--- src/design/assert_macros.svh ---
// Assertion helpers for the RTL top level.
`ifndef ASSERT_MACROS_SVH
`define ASSERT_MACROS_SVH

// Check a property at every rising clk edge outside reset.
`define ASSERT_AT_CLK(lbl, prop, msg) \
  lbl: assert property (@(posedge clk) disable iff (!rst_n) prop) \
    else $error(msg);

// Check that a condition never holds.
`define ASSERT_NEVER(lbl, cond, msg) \
  lbl: assert property (@(posedge clk) disable iff (!rst_n) !(cond)) \
    else $error(msg);

`endif

--- src/design/bcdcal_pkg.sv ---
`timescale 1ns / 1ps
`default_nettype none

package bcdcal_pkg;

  localparam logic [31:0] SECS_PER_DAY = 32'd86400;
  localparam logic [6:0]  EPOCH_YY     = 7'd70;
  localparam logic [4:0]  EPOCH_CENT   = 5'd19;
  localparam logic [15:0] EPOCH_WDAY   = 16'd4;

  // Reciprocals for the constant divisions, floor(x / d) = (x * R) >> k:
  // (e >> 7) / 675 with k = 35, (tod >> 2) / 15 and (min >> 2) / 15 with
  // k = 19 and k = 13, and (days + 4) / 7 with k = 19.
  localparam logic [25:0] RECIP_DAY  = 26'd50903317;
  localparam logic [15:0] RECIP_MIN  = 16'd34953;
  localparam logic [9:0]  RECIP_HR   = 10'd547;
  localparam logic [16:0] RECIP_WDAY = 17'd74899;

  typedef enum logic [1:0] {
    STAT_DONE    = 2'd0,
    STAT_INVALID = 2'd1,
    STAT_SKIPPED = 2'd2
  } stat_t;

  typedef enum logic [1:0] {
    DIV_DAY  = 2'd0,
    DIV_SEC  = 2'd1,
    DIV_MIN  = 2'd2,
    DIV_WDAY = 2'd3
  } divsel_t;

  typedef enum logic [2:0] {
    S_IDLE,
    S_DIV_LOAD,
    S_DIV_RUN,
    S_YEAR_INIT,
    S_YEAR,
    S_MONTH,
    S_EPOCH,
    S_EMIT
  } state_t;

  typedef struct packed {
    logic    load;
    logic    div_load;
    logic    div_step;
    divsel_t div_sel;
    logic    year_init;
    logic    year_step;
    logic    month_step;
    logic    epoch_calc;
    logic    emit;
    stat_t   status;
  } cmd_t;

  typedef struct packed {
    logic year_done;
    logic month_done;
  } sts_t;

  function automatic logic is_leap(input logic [6:0] yy, input logic [4:0] cent);
    return (yy[1:0] == 2'd0) && ((yy != 7'd0) || (cent[1:0] == 2'd0));
  endfunction

  function automatic logic [4:0] month_len(input logic [3:0] m, input logic leap);
    logic [4:0] n;
    case (m) inside
      4'd1:                      n = leap ? 5'd29 : 5'd28;
      4'd3, 4'd5, 4'd8, 4'd10:   n = 5'd30;
      default:                   n = 5'd31;
    endcase
    return n;
  endfunction

  function automatic logic [7:0] bcd_dec(input logic [7:0] v);
    return 8'({4'b0, v[7:4]} * 8'd10 + {4'b0, v[3:0]});
  endfunction

  function automatic logic [7:0] to_bcd(input logic [6:0] v);
    logic [7:0] b;
    int         i;
    b = '0;
    for (i = 6; i >= 0; i--) begin
      if (b[3:0] >= 4'd5) b[3:0] = b[3:0] + 4'd3;
      if (b[7:4] >= 4'd5) b[7:4] = b[7:4] + 4'd3;
      b = {b[6:0], v[i]};
    end
    return b;
  endfunction

endpackage

`default_nettype wire

--- src/design/bcdcal_ctrl.sv ---
`timescale 1ns / 1ps
`default_nettype none

module bcdcal_ctrl (
  input  wire logic             clk,
  input  wire logic             rst_n,
  input  wire logic             start,
  input  wire logic             operation,
  input  wire logic             clock_valid,
  input  bcdcal_pkg::sts_t      sts,
  output bcdcal_pkg::cmd_t      cmd,
  output logic                  busy
);
  import bcdcal_pkg::*;

  state_t     state_r, state_nxt;
  divsel_t    divsel_r, divsel_nxt;
  logic       op_r, op_nxt;
  logic       tws_r, tws_nxt;
  stat_t      stat_r, stat_nxt;

  always_ff @(posedge clk) begin
    if (!rst_n) begin
      state_r  <= S_IDLE;
      divsel_r <= DIV_DAY;
      op_r     <= 1'b0;
      tws_r    <= 1'b0;
      stat_r   <= STAT_DONE;
    end else begin
      state_r  <= state_nxt;
      divsel_r <= divsel_nxt;
      op_r     <= op_nxt;
      tws_r    <= tws_nxt;
      stat_r   <= stat_nxt;
    end
  end

  always_comb begin
    state_nxt  = state_r;
    divsel_nxt = divsel_r;
    op_nxt     = op_r;
    tws_nxt    = tws_r;
    stat_nxt   = stat_r;
    cmd        = '0;
    cmd.status = stat_r;
    cmd.div_sel = divsel_r;
    unique case (state_r)
      S_IDLE: begin
        if (start) begin
          cmd.load = 1'b1;
          op_nxt   = operation;
          if (!operation) begin
            tws_nxt = 1'b1;
            if (clock_valid) begin
              stat_nxt  = STAT_DONE;
              state_nxt = S_YEAR_INIT;
            end else begin
              stat_nxt  = STAT_INVALID;
              state_nxt = S_EMIT;
            end
          end else if (!tws_r) begin
            stat_nxt  = STAT_SKIPPED;
            state_nxt = S_EMIT;
          end else begin
            stat_nxt   = STAT_DONE;
            divsel_nxt = DIV_DAY;
            state_nxt  = S_DIV_LOAD;
          end
        end
      end
      S_DIV_LOAD: begin
        cmd.div_load = 1'b1;
        state_nxt    = S_DIV_RUN;
      end
      S_DIV_RUN: begin
        cmd.div_step = 1'b1;
        if (divsel_r == DIV_WDAY) begin
          state_nxt = S_YEAR_INIT;
        end else begin
          divsel_nxt = divsel_t'(divsel_r + 2'd1);
          state_nxt  = S_DIV_LOAD;
        end
      end
      S_YEAR_INIT: begin
        cmd.year_init = 1'b1;
        state_nxt     = S_YEAR;
      end
      S_YEAR: begin
        if (sts.year_done) begin
          state_nxt = S_MONTH;
        end else begin
          cmd.year_step = 1'b1;
        end
      end
      S_MONTH: begin
        if (sts.month_done) begin
          state_nxt = op_r ? S_EMIT : S_EPOCH;
        end else begin
          cmd.month_step = 1'b1;
        end
      end
      S_EPOCH: begin
        cmd.epoch_calc = 1'b1;
        state_nxt      = S_EMIT;
      end
      S_EMIT: begin
        cmd.emit  = 1'b1;
        state_nxt = S_IDLE;
      end
      default: begin
        state_nxt = S_IDLE;
      end
    endcase
  end

  assign busy = (state_r != S_IDLE);

endmodule

`default_nettype wire

--- src/design/bcdcal_datapath.sv ---
`timescale 1ns / 1ps
`default_nettype none

module bcdcal_datapath (
  input  wire logic              clk,
  input  wire logic              rst_n,
  input  bcdcal_pkg::cmd_t       cmd,
  output bcdcal_pkg::sts_t       sts,
  input  wire logic              operation,
  input  wire logic [31:0]       epoch_seconds_in,
  input  wire logic [7:0]        bcd_second_in,
  input  wire logic [7:0]        bcd_minute_in,
  input  wire logic [7:0]        bcd_hour_in,
  input  wire logic [7:0]        bcd_day_in,
  input  wire logic [7:0]        bcd_month_in,
  input  wire logic [7:0]        bcd_year_in,
  output logic                   out_valid,
  output logic [1:0]             out_status,
  output logic [31:0]            out_epoch_seconds_out,
  output logic [6:0]             out_bcd_second_out,
  output logic [6:0]             out_bcd_minute_out,
  output logic [5:0]             out_bcd_hour_out,
  output logic [2:0]             out_weekday,
  output logic [5:0]             out_bcd_day_out,
  output logic [4:0]             out_bcd_month_out,
  output logic [7:0]             out_bcd_year_out
);
  import bcdcal_pkg::*;

  logic        op_r;
  logic [31:0] e_r;
  logic [7:0]  sec_r, min_r, hr_r, dom_r;
  logic [3:0]  mon_r;
  logic [6:0]  tgt_yy_r;
  logic [4:0]  tgt_cent_r;
  logic [16:0] rem_r;
  logic [10:0] mt_r;
  logic [15:0] wq_r;
  logic [15:0] days_r;
  logic [2:0]  wday_r;
  logic [6:0]  yy_r;
  logic [4:0]  cent_r;
  logic [3:0]  m_r;
  logic [19:0] tod_r;
  logic [31:0] prod_r;
  logic        valid_r;
  stat_t       status_r;
  logic [31:0] epoch_r;
  logic [6:0]  osec_r, omin_r;
  logic [5:0]  ohr_r, oday_r;
  logic [4:0]  omon_r;
  logic [7:0]  oyear_r;
  logic [2:0]  owday_r;

  logic [7:0]  yr_dec, mon_dec;
  logic [3:0]  mon_clamp;
  logic [50:0] day_prod;
  logic [30:0] min_prod;
  logic [19:0] hr_prod;
  logic [15:0] wsum;
  logic [32:0] wk_prod;
  logic        leap;
  logic [8:0]  yl;
  logic [4:0]  dim;
  logic [31:0] dayterm;
  logic [7:0]  bcd_sec, bcd_min, bcd_hr, bcd_day, bcd_mon, bcd_yr;

  always_comb begin
    yr_dec  = bcd_dec(bcd_year_in);
    mon_dec = bcd_dec(bcd_month_in);
    if (mon_dec == 8'd0) begin
      mon_clamp = 4'd1;
    end else if (mon_dec > 8'd12) begin
      mon_clamp = 4'd12;
    end else begin
      mon_clamp = mon_dec[3:0];
    end
  end

  assign day_prod = 51'(e_r[31:7]) * 51'(RECIP_DAY);
  assign min_prod = 31'(rem_r[16:2]) * 31'(RECIP_MIN);
  assign hr_prod  = 20'(mt_r[10:2]) * 20'(RECIP_HR);
  assign wsum     = days_r + EPOCH_WDAY;
  assign wk_prod  = 33'(wsum) * 33'(RECIP_WDAY);

  assign leap    = is_leap(yy_r, cent_r);
  assign yl      = leap ? 9'd366 : 9'd365;
  assign dim     = month_len(m_r, leap);
  assign dayterm = 32'(days_r) + 32'(dom_r) - 32'd1;

  assign sts.year_done = op_r ? (days_r < 16'(yl))
                              : ((yy_r == tgt_yy_r) && (cent_r == tgt_cent_r));
  assign sts.month_done = op_r ? ((m_r == 4'd11) || (days_r < 16'(dim)))
                               : (({1'b0, m_r} + 5'd1) >= {1'b0, mon_r});

  assign bcd_sec = to_bcd(sec_r[6:0]);
  assign bcd_min = to_bcd(min_r[6:0]);
  assign bcd_hr  = to_bcd(hr_r[6:0]);
  assign bcd_day = to_bcd(7'(days_r[4:0]) + 7'd1);
  assign bcd_mon = to_bcd({3'b0, m_r} + 7'd1);
  assign bcd_yr  = to_bcd(yy_r);

  always_ff @(posedge clk) begin
    tod_r <= 20'(sec_r) + 20'(min_r) * 20'd60 + 20'(hr_r) * 20'd3600;

    if (cmd.load) begin
      op_r  <= operation;
      e_r   <= epoch_seconds_in;
      sec_r <= bcd_dec(bcd_second_in);
      min_r <= bcd_dec(bcd_minute_in);
      hr_r  <= bcd_dec(bcd_hour_in);
      dom_r <= bcd_dec(bcd_day_in);
      mon_r <= mon_clamp;
      if (yr_dec < 8'd70) begin
        tgt_cent_r <= 5'd20;
        tgt_yy_r   <= yr_dec[6:0];
      end else if (yr_dec < 8'd100) begin
        tgt_cent_r <= 5'd19;
        tgt_yy_r   <= yr_dec[6:0];
      end else begin
        tgt_cent_r <= 5'd20;
        tgt_yy_r   <= 7'(yr_dec - 8'd100);
      end
    end

    // Load takes the quotient, step takes the remainder.
    if (cmd.div_load) begin
      case (cmd.div_sel)
        DIV_DAY: begin
          days_r <= 16'(day_prod >> 35);
        end
        DIV_SEC: begin
          mt_r <= 11'(min_prod >> 19);
        end
        DIV_MIN: begin
          hr_r <= 8'(hr_prod >> 13);
        end
        default: begin
          wq_r <= 16'(wk_prod >> 19);
        end
      endcase
    end else if (cmd.div_step) begin
      case (cmd.div_sel)
        DIV_DAY: begin
          rem_r <= 17'(e_r - 32'(days_r) * SECS_PER_DAY);
        end
        DIV_SEC: begin
          sec_r <= 8'(rem_r - 17'(mt_r) * 17'd60);
        end
        DIV_MIN: begin
          min_r <= 8'(mt_r - 11'(hr_r) * 11'd60);
        end
        default: begin
          wday_r <= 3'(wsum - wq_r * 16'd7);
        end
      endcase
    end

    if (cmd.year_init) begin
      yy_r   <= EPOCH_YY;
      cent_r <= EPOCH_CENT;
      m_r    <= '0;
      if (!op_r) days_r <= '0;
    end else if (cmd.year_step) begin
      days_r <= op_r ? (days_r - 16'(yl)) : (days_r + 16'(yl));
      if (yy_r == 7'd99) begin
        yy_r   <= '0;
        cent_r <= cent_r + 5'd1;
      end else begin
        yy_r <= yy_r + 7'd1;
      end
    end else if (cmd.month_step) begin
      days_r <= op_r ? (days_r - 16'(dim)) : (days_r + 16'(dim));
      m_r    <= m_r + 4'd1;
    end

    if (cmd.epoch_calc) begin
      prod_r <= dayterm * SECS_PER_DAY;
    end

    if (cmd.emit) begin
      status_r <= cmd.status;
      if ((cmd.status == STAT_DONE) && !op_r) begin
        epoch_r <= prod_r + 32'(tod_r);
      end else begin
        epoch_r <= '0;
      end
      if ((cmd.status == STAT_DONE) && op_r) begin
        osec_r  <= bcd_sec[6:0];
        omin_r  <= bcd_min[6:0];
        ohr_r   <= bcd_hr[5:0];
        owday_r <= wday_r;
        oday_r  <= bcd_day[5:0];
        omon_r  <= bcd_mon[4:0];
        oyear_r <= bcd_yr;
      end else begin
        osec_r  <= '0;
        omin_r  <= '0;
        ohr_r   <= '0;
        owday_r <= '0;
        oday_r  <= '0;
        omon_r  <= '0;
        oyear_r <= '0;
      end
    end

    if (!rst_n) begin
      valid_r <= 1'b0;
    end else begin
      valid_r <= cmd.emit;
    end
  end

  assign out_valid             = valid_r;
  assign out_status            = status_r;
  assign out_epoch_seconds_out = epoch_r;
  assign out_bcd_second_out    = osec_r;
  assign out_bcd_minute_out    = omin_r;
  assign out_bcd_hour_out      = ohr_r;
  assign out_weekday           = owday_r;
  assign out_bcd_day_out       = oday_r;
  assign out_bcd_month_out     = omon_r;
  assign out_bcd_year_out      = oyear_r;

endmodule

`default_nettype wire

--- src/design/bcd_calendar_epoch_converter.sv ---
// Clock-invalid or skipped beats go straight to emit. BCD to epoch runs year walk, one
// year a cycle, then month walk and epoch product. Epoch to BCD runs the reciprocal split
// (day, second, minute and weekday divisions, each a load then a remainder step), then
// year and month walk. One beat in flight; busy stays high until the result is out.
// out_valid pulses for one cycle per beat; the receiver cannot stall.
// Synchronous active-low reset returns to idle and clears the time-set flag.
`timescale 1ns / 1ps
`default_nettype none

module bcd_calendar_epoch_converter (
  input  wire logic        clk,
  input  wire logic        rst_n,
  input  wire logic        start,
  output logic             busy,
  input  wire logic        in_operation,
  input  wire logic [31:0] in_epoch_seconds_in,
  input  wire logic        in_clock_valid,
  input  wire logic [7:0]  in_bcd_second_in,
  input  wire logic [7:0]  in_bcd_minute_in,
  input  wire logic [7:0]  in_bcd_hour_in,
  input  wire logic [7:0]  in_bcd_day_in,
  input  wire logic [7:0]  in_bcd_month_in,
  input  wire logic [7:0]  in_bcd_year_in,
  output logic             out_valid,
  output logic [1:0]       out_status,
  output logic [31:0]      out_epoch_seconds_out,
  output logic [6:0]       out_bcd_second_out,
  output logic [6:0]       out_bcd_minute_out,
  output logic [5:0]       out_bcd_hour_out,
  output logic [2:0]       out_weekday,
  output logic [5:0]       out_bcd_day_out,
  output logic [4:0]       out_bcd_month_out,
  output logic [7:0]       out_bcd_year_out
);
  import bcdcal_pkg::*;

  `include "assert_macros.svh"

  cmd_t cmd;
  sts_t sts;

  bcdcal_ctrl u_ctrl (
    .clk         (clk),
    .rst_n       (rst_n),
    .start       (start),
    .operation   (in_operation),
    .clock_valid (in_clock_valid),
    .sts         (sts),
    .cmd         (cmd),
    .busy        (busy)
  );

  bcdcal_datapath u_datapath (
    .clk                   (clk),
    .rst_n                 (rst_n),
    .cmd                   (cmd),
    .sts                   (sts),
    .operation             (in_operation),
    .epoch_seconds_in      (in_epoch_seconds_in),
    .bcd_second_in         (in_bcd_second_in),
    .bcd_minute_in         (in_bcd_minute_in),
    .bcd_hour_in           (in_bcd_hour_in),
    .bcd_day_in            (in_bcd_day_in),
    .bcd_month_in          (in_bcd_month_in),
    .bcd_year_in           (in_bcd_year_in),
    .out_valid             (out_valid),
    .out_status            (out_status),
    .out_epoch_seconds_out (out_epoch_seconds_out),
    .out_bcd_second_out    (out_bcd_second_out),
    .out_bcd_minute_out    (out_bcd_minute_out),
    .out_bcd_hour_out      (out_bcd_hour_out),
    .out_weekday           (out_weekday),
    .out_bcd_day_out       (out_bcd_day_out),
    .out_bcd_month_out     (out_bcd_month_out),
    .out_bcd_year_out      (out_bcd_year_out)
  );

  `ASSERT_AT_CLK(a_strobe_idle, out_valid |-> !busy, "result beat while busy")
  `ASSERT_AT_CLK(a_accept_busy, (start && !busy) |=> busy, "accepted beat left block idle")
  `ASSERT_AT_CLK(a_strobe_single, out_valid |=> !out_valid, "result strobe held twice")
  `ASSERT_NEVER(a_epoch_zero, out_valid && (out_status != STAT_DONE) && (|out_epoch_seconds_out), "epoch on failed beat")

endmodule

`default_nettype wire

--- config.mk ---
export PLATFORM = sky130hd
export DESIGN_NAME = bcd_calendar_epoch_converter
export DESIGN_NICKNAME = d
export VERILOG_FILES = /design/src/design/bcdcal_pkg.sv /design/src/design/bcdcal_ctrl.sv /design/src/design/bcdcal_datapath.sv /design/src/design/bcd_calendar_epoch_converter.sv
export VERILOG_INCLUDE_DIRS = /design/src /design/src/design
export SDC_FILE = /design/constraint.sdc
export NUM_CORES = 2
export LEC_CHECK = 0
export BUFFER_PORTS_ARGS = -buffer_cell sky130_fd_sc_hd__buf_2
export CAP_MARGIN = 10
export CORE_UTILIZATION = 59
export DETAILED_ROUTE_END_ITERATION = 10
export PLACE_DENSITY = 0.86
export SLEW_MARGIN = 20
export SYNTH_ARGS = -nofsm -noshare
export SYNTH_HDL_FRONTEND = slang
export SYNTH_HIERARCHICAL = 1
export SYNTH_SLANG_ARGS = --single-unit
--- constraint.sdc ---
create_clock -name clk -period 7.09 [get_ports clk]
set_clock_uncertainty 0.05 [all_clocks]
set_input_delay 0.709 -clock clk [delete_from_list [all_inputs] [get_ports clk]]
set_output_delay 0.709 -clock clk [all_outputs]
set_load 0.05 [all_outputs]
# After elaboration in Yosys (flattened, before gate mapping)
# Index checks and enable logic that the tools add are counted.
# totals
regBits,289
elab_cells,289
# op_classes
addsub,57
multipliers,17
magnitude_cmp,35
eq_ne,25
n_mux,87
bitwise,4
n_reduce_logical,29
# op_table
operator,n
$mux 16,8
$mux 4,22
$mux 8,11
$ge 4x3->1 const B,18
$add 4x2->4 const B,16
$mul 25x26->51 const B,1
$add 8x4->8,6
$mul 4x3->7 const B,6
$ge 3x3->1 const B,11
$mul 16x17->33 const B,1
$mux 3,11
$add 32x20->32,1
$mul 32x10->25 const B,1
$sub 32x1->32 const B,1
$mul 15x16->30 const B,1
$pmux 3 s8,1
$mux 7,3
$add 20x20->20,1
$add 3x2->4 const B,5
$mux 2,10
$mul 9x10->19 const B,1
$mux 1,19
$add 16x8->17,1
$sub 17x17->17,1
61 further kinds,97

# Logic depth before layout (Yosys ltp)
# depth
word_depth,13
ltp_mapped,33
depth_no_buf,33

# Modules after synthesis
# The synthesis kept the hierarchy.
# modules_own_cells
module,instances,cells_each,area_per_inst_um2,seq_area_each_um2
bcdcal_datapath,1,3931,38309.2,7216.9
bcdcal_ctrl,1,63,538.0,180.2

# Worst setup path before layout
# No wires, ideal clock.
# synth_timing
path_type,reg-to-reg
from,register u_datapath.days_r[1]
to,register u_datapath.prod_r[29] (data pin)
setup_time_ns,0.258
t_arrival_ns,6.886
path_slack_ns,-0.104
stages_incl_launch_ff,32
period_less_slack_ns,7.194
path_cell_list,dfxtp_1 inv_1 ha_1 inv_1 ha_1 fa_1 a21o_1 a21oi_1 o21bai_1 a21oi_1 o21bai_1 a21oi_1 xor2_1 ha_1 inv_1 fa_1 inv_1 fa_1 ha_1 inv_1 fa_1 inv_1 ha_1 a21o_1 a21oi_1 nor3b_1 o211ai_1 a31oi_1 nor2b_1 o21ai_0 nor2b_1 xnor2_1
# synth_between
elab_chain_cells,3
# synth_lines
item,line,source
from (decl),bcdcal_datapath.sv:39,logic [15:0] days_r;
from (signal assigned),bcdcal_datapath.sv:130,days_r <= 16'(day_prod >> 35);
from (signal assigned),bcdcal_datapath.sv:165,days_r <= op_r ? (days_r - 16'(yl)) : (days_r + 16'(yl));
from (signal assigned),bcdcal_datapath.sv:173,days_r <= op_r ? (days_r - 16'(dim)) : (days_r + 16'(dim));
$add 16x8->17,bcdcal_datapath.sv:89,assign dayterm = 32'(days_r) + 32'(dom_r) - 32'd1;
$sub 32x1->32,bcdcal_datapath.sv:89,
$mul 32x10->25,bcdcal_datapath.sv:178,prod_r <= dayterm * SECS_PER_DAY;
to (signal assigned),bcdcal_datapath.sv:178,
to (decl),bcdcal_datapath.sv:45,logic [31:0] prod_r;
# No other way between the ends.
# A chain may end at the register's enable or synchronous reset.

# Worst setup path after layout
# layout_timing
from,register u_datapath.days_r[2]
to,register u_datapath.prod_r[29] (data pin)
# Same word-level chain as after synthesis.

==> reports/results.tsv <==
stage	metric	value	unit
sta	Tmin final	6.81	ns
critical_path	reg-to-reg critical path endpoint	u_datapath/prod_r[29]	
finish	final instance area	0.0422	mm²
drt	drt initial violations	1848	
cts	clk sinks	275	
drt	detailed-route via count	28900	
critical_path	reg2reg start	u_datapath/days_r[2]	
global_route	global-route wire length before repair	148000	µm
global_route	Total GRT Usage	27.6	%
cts	Worst-path clk slew	0.06	ns
drt	Routed Antenna Nets	0	
drt	Post-Route WL	91900	µm
global_route	largest net degree at the start of global routing	70	
critical_path	Crit. End Element	register	
sta	Fmax achieved	147	MHz
place	Placement Cell Area	0.0409	mm²
floorplanning	Die Wd	259	µm
cts	clock latency on the worst-skew pair	0.56	ns
critical_path	reg-to-reg slack, setup	0.28	ns
synthesis	asr flop ratio synth	0	%
synthesis	top-count cell post-synth	ha_1	
critical_path	CP Data Required Time	7.34	ns
floorplanning	Core Box Area	0.0648	mm²
drt	Remaining DRCs	0	
place	# port buffers	162	
floorplanning	Die Span Y	259	µm
floorplanning	Initial Utilization	59.9	%
cts	H-tree depth	2	
drt	wire per inst	18.1	µm
sta	Final Max Slew Viols	0	
sta	Slew headroom	28.9	%
synthesis	syn_area_per_cell	9.73	µm²
synthesis	Synth Instances	3994	
critical_path	reg2reg path depth	33	
sta	Fin. Hold Viols	0	
synthesis	post-synth cell types	92	
critical_path	slowest cell on the critical path	fa_1	
critical_path	Worst EP arrival	7.06	ns
worst_hold_path	Hold Path Sink	u_datapath/e_r[7]	
synthesis	area leader, netlist	ha_1	
global_route	initial antenna violation count	2	
global_route	number of global-route vias before repair	30100	
global_route	Remaining Overflow, GRT	0	
place	GPL Wtd Cong	0.973	
drt	Initial DRT Pass Iterations	7	
drt	drt via density	5.68	
sta	Final Cycle Share	96.0	%
status	run status	complete, no violations	
floorplanning	row cnt	93	
synthesis	post-synthesis sequential area ratio	19.0	%
worst_hold_path	Hold WC Path Type	input port to register	
critical_path	Max stage delay on crit path	0.50	ns
floorplanning	I/O pin cnt	163	
critical_path	critical path startpoint	u_datapath/days_r[2]	
cts	clock root cell	clkbuf_16	
critical_path	CP max FO	4	
finish	# fillers	4780	
critical_path	CP Launch Type	register	
sta	Least-Margin Pin Slew	1.06	ns
synthesis	top post-synthesis cells by area	ha_1 27%, fa_1 18%, edfxtp_1 15%	
sta	final setup fails	0	
worst_hold_path	hold depth	1	
cts	Longest Clk Path Bufs	3	
synthesis	yosys warns	6	
synthesis	Mapped Nets	5283	
cts	CTS Buf Count	34	
synthesis	top-area cell type share of the netlist area	27.3	%
place	DP Wirelength	74700	µm
synthesis	Top FF cell, synth	edfxtp_1	
finish	Final Core Density	65.2	%
critical_path	Crit path top cell by count	inv_1	
synthesis	Post-synth EDFFs	189	
finish	P&R area growth vs syn	8.71	%
synthesis	Yosys reg bits	275	
worst_hold_path	worst hold start	in_epoch_seconds_in[7]	
finish	Final nets	5495	
cts	CTS tree	done	
floorplanning	die area	0.0669	mm²
critical_path	Crit Path Category	register to register	
finish	layout cells sized above 1	8.32	%
flow_run	max-cap violations	0	
synthesis	Netlist Area Pre-Place	0.0388	mm²
synthesis	most frequent cells after synthesis	849 x ha_1, 819 x inv_1, 355 x fa_1, 229 x xnor2_1, 197 x a21oi_1	
-- layer usage --
metal | global-route usage, % | up-vias | wire [µm]
met4 | 12.2 | 2 | 4250
met2 | 49.1 | 966 | 45600
met5 | 0 | - | 20
li1 | - | 13700 | -
met1 | 33.1 | 13900 | 37000
met3 | 3.61 | 254 | 4980
-- cell type report --
cell class	instances	area (µm²)	area share, %
antenna	1	2.50	0.00593
clock buffer	40	883	2.09
clock inverter	21	209	0.495
inverter	825	3100	7.34
multi-input combinational	2833	28200	66.8
sequential	275	7400	17.5
tap	855	1070	2.53
timing repair buffer	237	1370	3.25
-- through the flow --
stage	instances	TNS (ns)	setup slack [ns]	hold slack, ns
floorplan	3994	0	0.107	0.293
global placement	4998	0	0.153	0.353
detailed placement	4998	-0.218	-0.125	0.355
CTS	5059	0	0.0212	0.246
global route	5087	-0.343	-0.146	0.254
finish	5087	0	0.284	0.275
-- sequential cells by signal (all words and copies together), names as in the netlist, 7 cells and up --
| name | cells |
|---|---|
| u_datapath/tod_r | 20 |
| u_datapath/days_r | 16 |
| u_datapath/tgt_yy_r | 7 |
| u_datapath/out_epoch_seconds_out | 32 |
| u_datapath/out_bcd_second_out | 7 |
| u_datapath/dom_r | 8 |
| u_datapath/sec_r | 8 |
| u_datapath/yy_r | 7 |
| u_datapath/out_bcd_year_out | 8 |
| u_datapath/e_r | 32 |
| u_datapath/rem_r | 17 |
| u_datapath/out_bcd_minute_out | 7 |
| u_datapath/hr_r | 8 |
| u_datapath/min_r | 8 |
| u_datapath/mt_r | 11 |
| u_datapath/prod_r | 25 |
-- how the worst max path moves through the flow --
stage                       endpoint  slack [ns]  depth (start not counted)
6_report       u_datapath/prod_r[29]        0.28                         33
3_5_place_dp   u_datapath/prod_r[29]       -0.12                         33
3_3_place_gp   u_datapath/prod_r[29]        0.15                         33
5_1_grt        u_datapath/prod_r[29]       -0.15                         33
4_1_cts        u_datapath/prod_r[29]        0.02                         33
2_1_floorplan  u_datapath/prod_r[29]        0.11                         33
-- logic make-up (layout without fill, tap and decap cells) --
logic type	count (synthesis)	count (layout)	synth area share (%)
fa+ha+maj	1204	1204	45.6
buf+inv	886	1123	8.59
compound gates	667	667	11.1
simple gates	626	626	7.80
xor+xnor	289	289	6.54
flops	275	275	19.0
mux	47	47	1.25
other cells	0	1	0
-- repair_timing --
action | CTS | global route
gates resized for setup | 2 | 11
buffers inserted | 0 | 27
gates cloned | 0 | 0
endpoints found under the setup margin | 2 | 15
pin swaps | 1 | 6
hold buffers | 0 | 0
-- placed cells by master, fill, tap and decap left out, types with 17 or more instances in the layout --
cell | synthesis | layout
a211oi_1 | 20 | 20
a21o_1 | 67 | 67
a21oi_1 | 197 | 191
a31oi_1 | 20 | 20
and2_1 | 23 | 23
and3_1 | 29 | 28
buf_2 | 4 | 162
buf_4 | 0 | 75
clkbuf_16 | 0 | 34
dfxtp_1 | 86 | 85
edfxtp_1 | 189 | 189
fa_1 | 355 | 355
ha_1 | 849 | 848
inv_1 | 819 | 819
mux2i_1 | 37 | 37
nand2_1 | 165 | 165
nand2b_1 | 29 | 29
nand3_1 | 52 | 52
nand4_1 | 19 | 19
nor2_1 | 172 | 172
nor2b_1 | 34 | 33
nor3_1 | 36 | 36
o211ai_1 | 26 | 26
o21a_1 | 26 | 26
o21ai_0 | 129 | 128
o21bai_1 | 34 | 33
or3_1 | 17 | 17
xnor2_1 | 229 | 227
xor2_1 | 59 | 59
-- worst max-delay path, delay by kind of cell, from the launching register on --
| family | cells | cell delay, ns |
|---|---|---|
| adders and majority gates | 8 | 2.90 |
| AOI/OAI and AO/OA | 13 | 2.09 |
| buffers and inverters | 7 | 0.45 |
| and+or+nand+nor | 3 | 0.44 |
| DFF | 1 | 0.33 |
| xor gates and xnor gates | 2 | 0.25 |
Power is not shown: default switching activity piles up to over one toggle a cycle in this logic, so the estimate is an artifact.
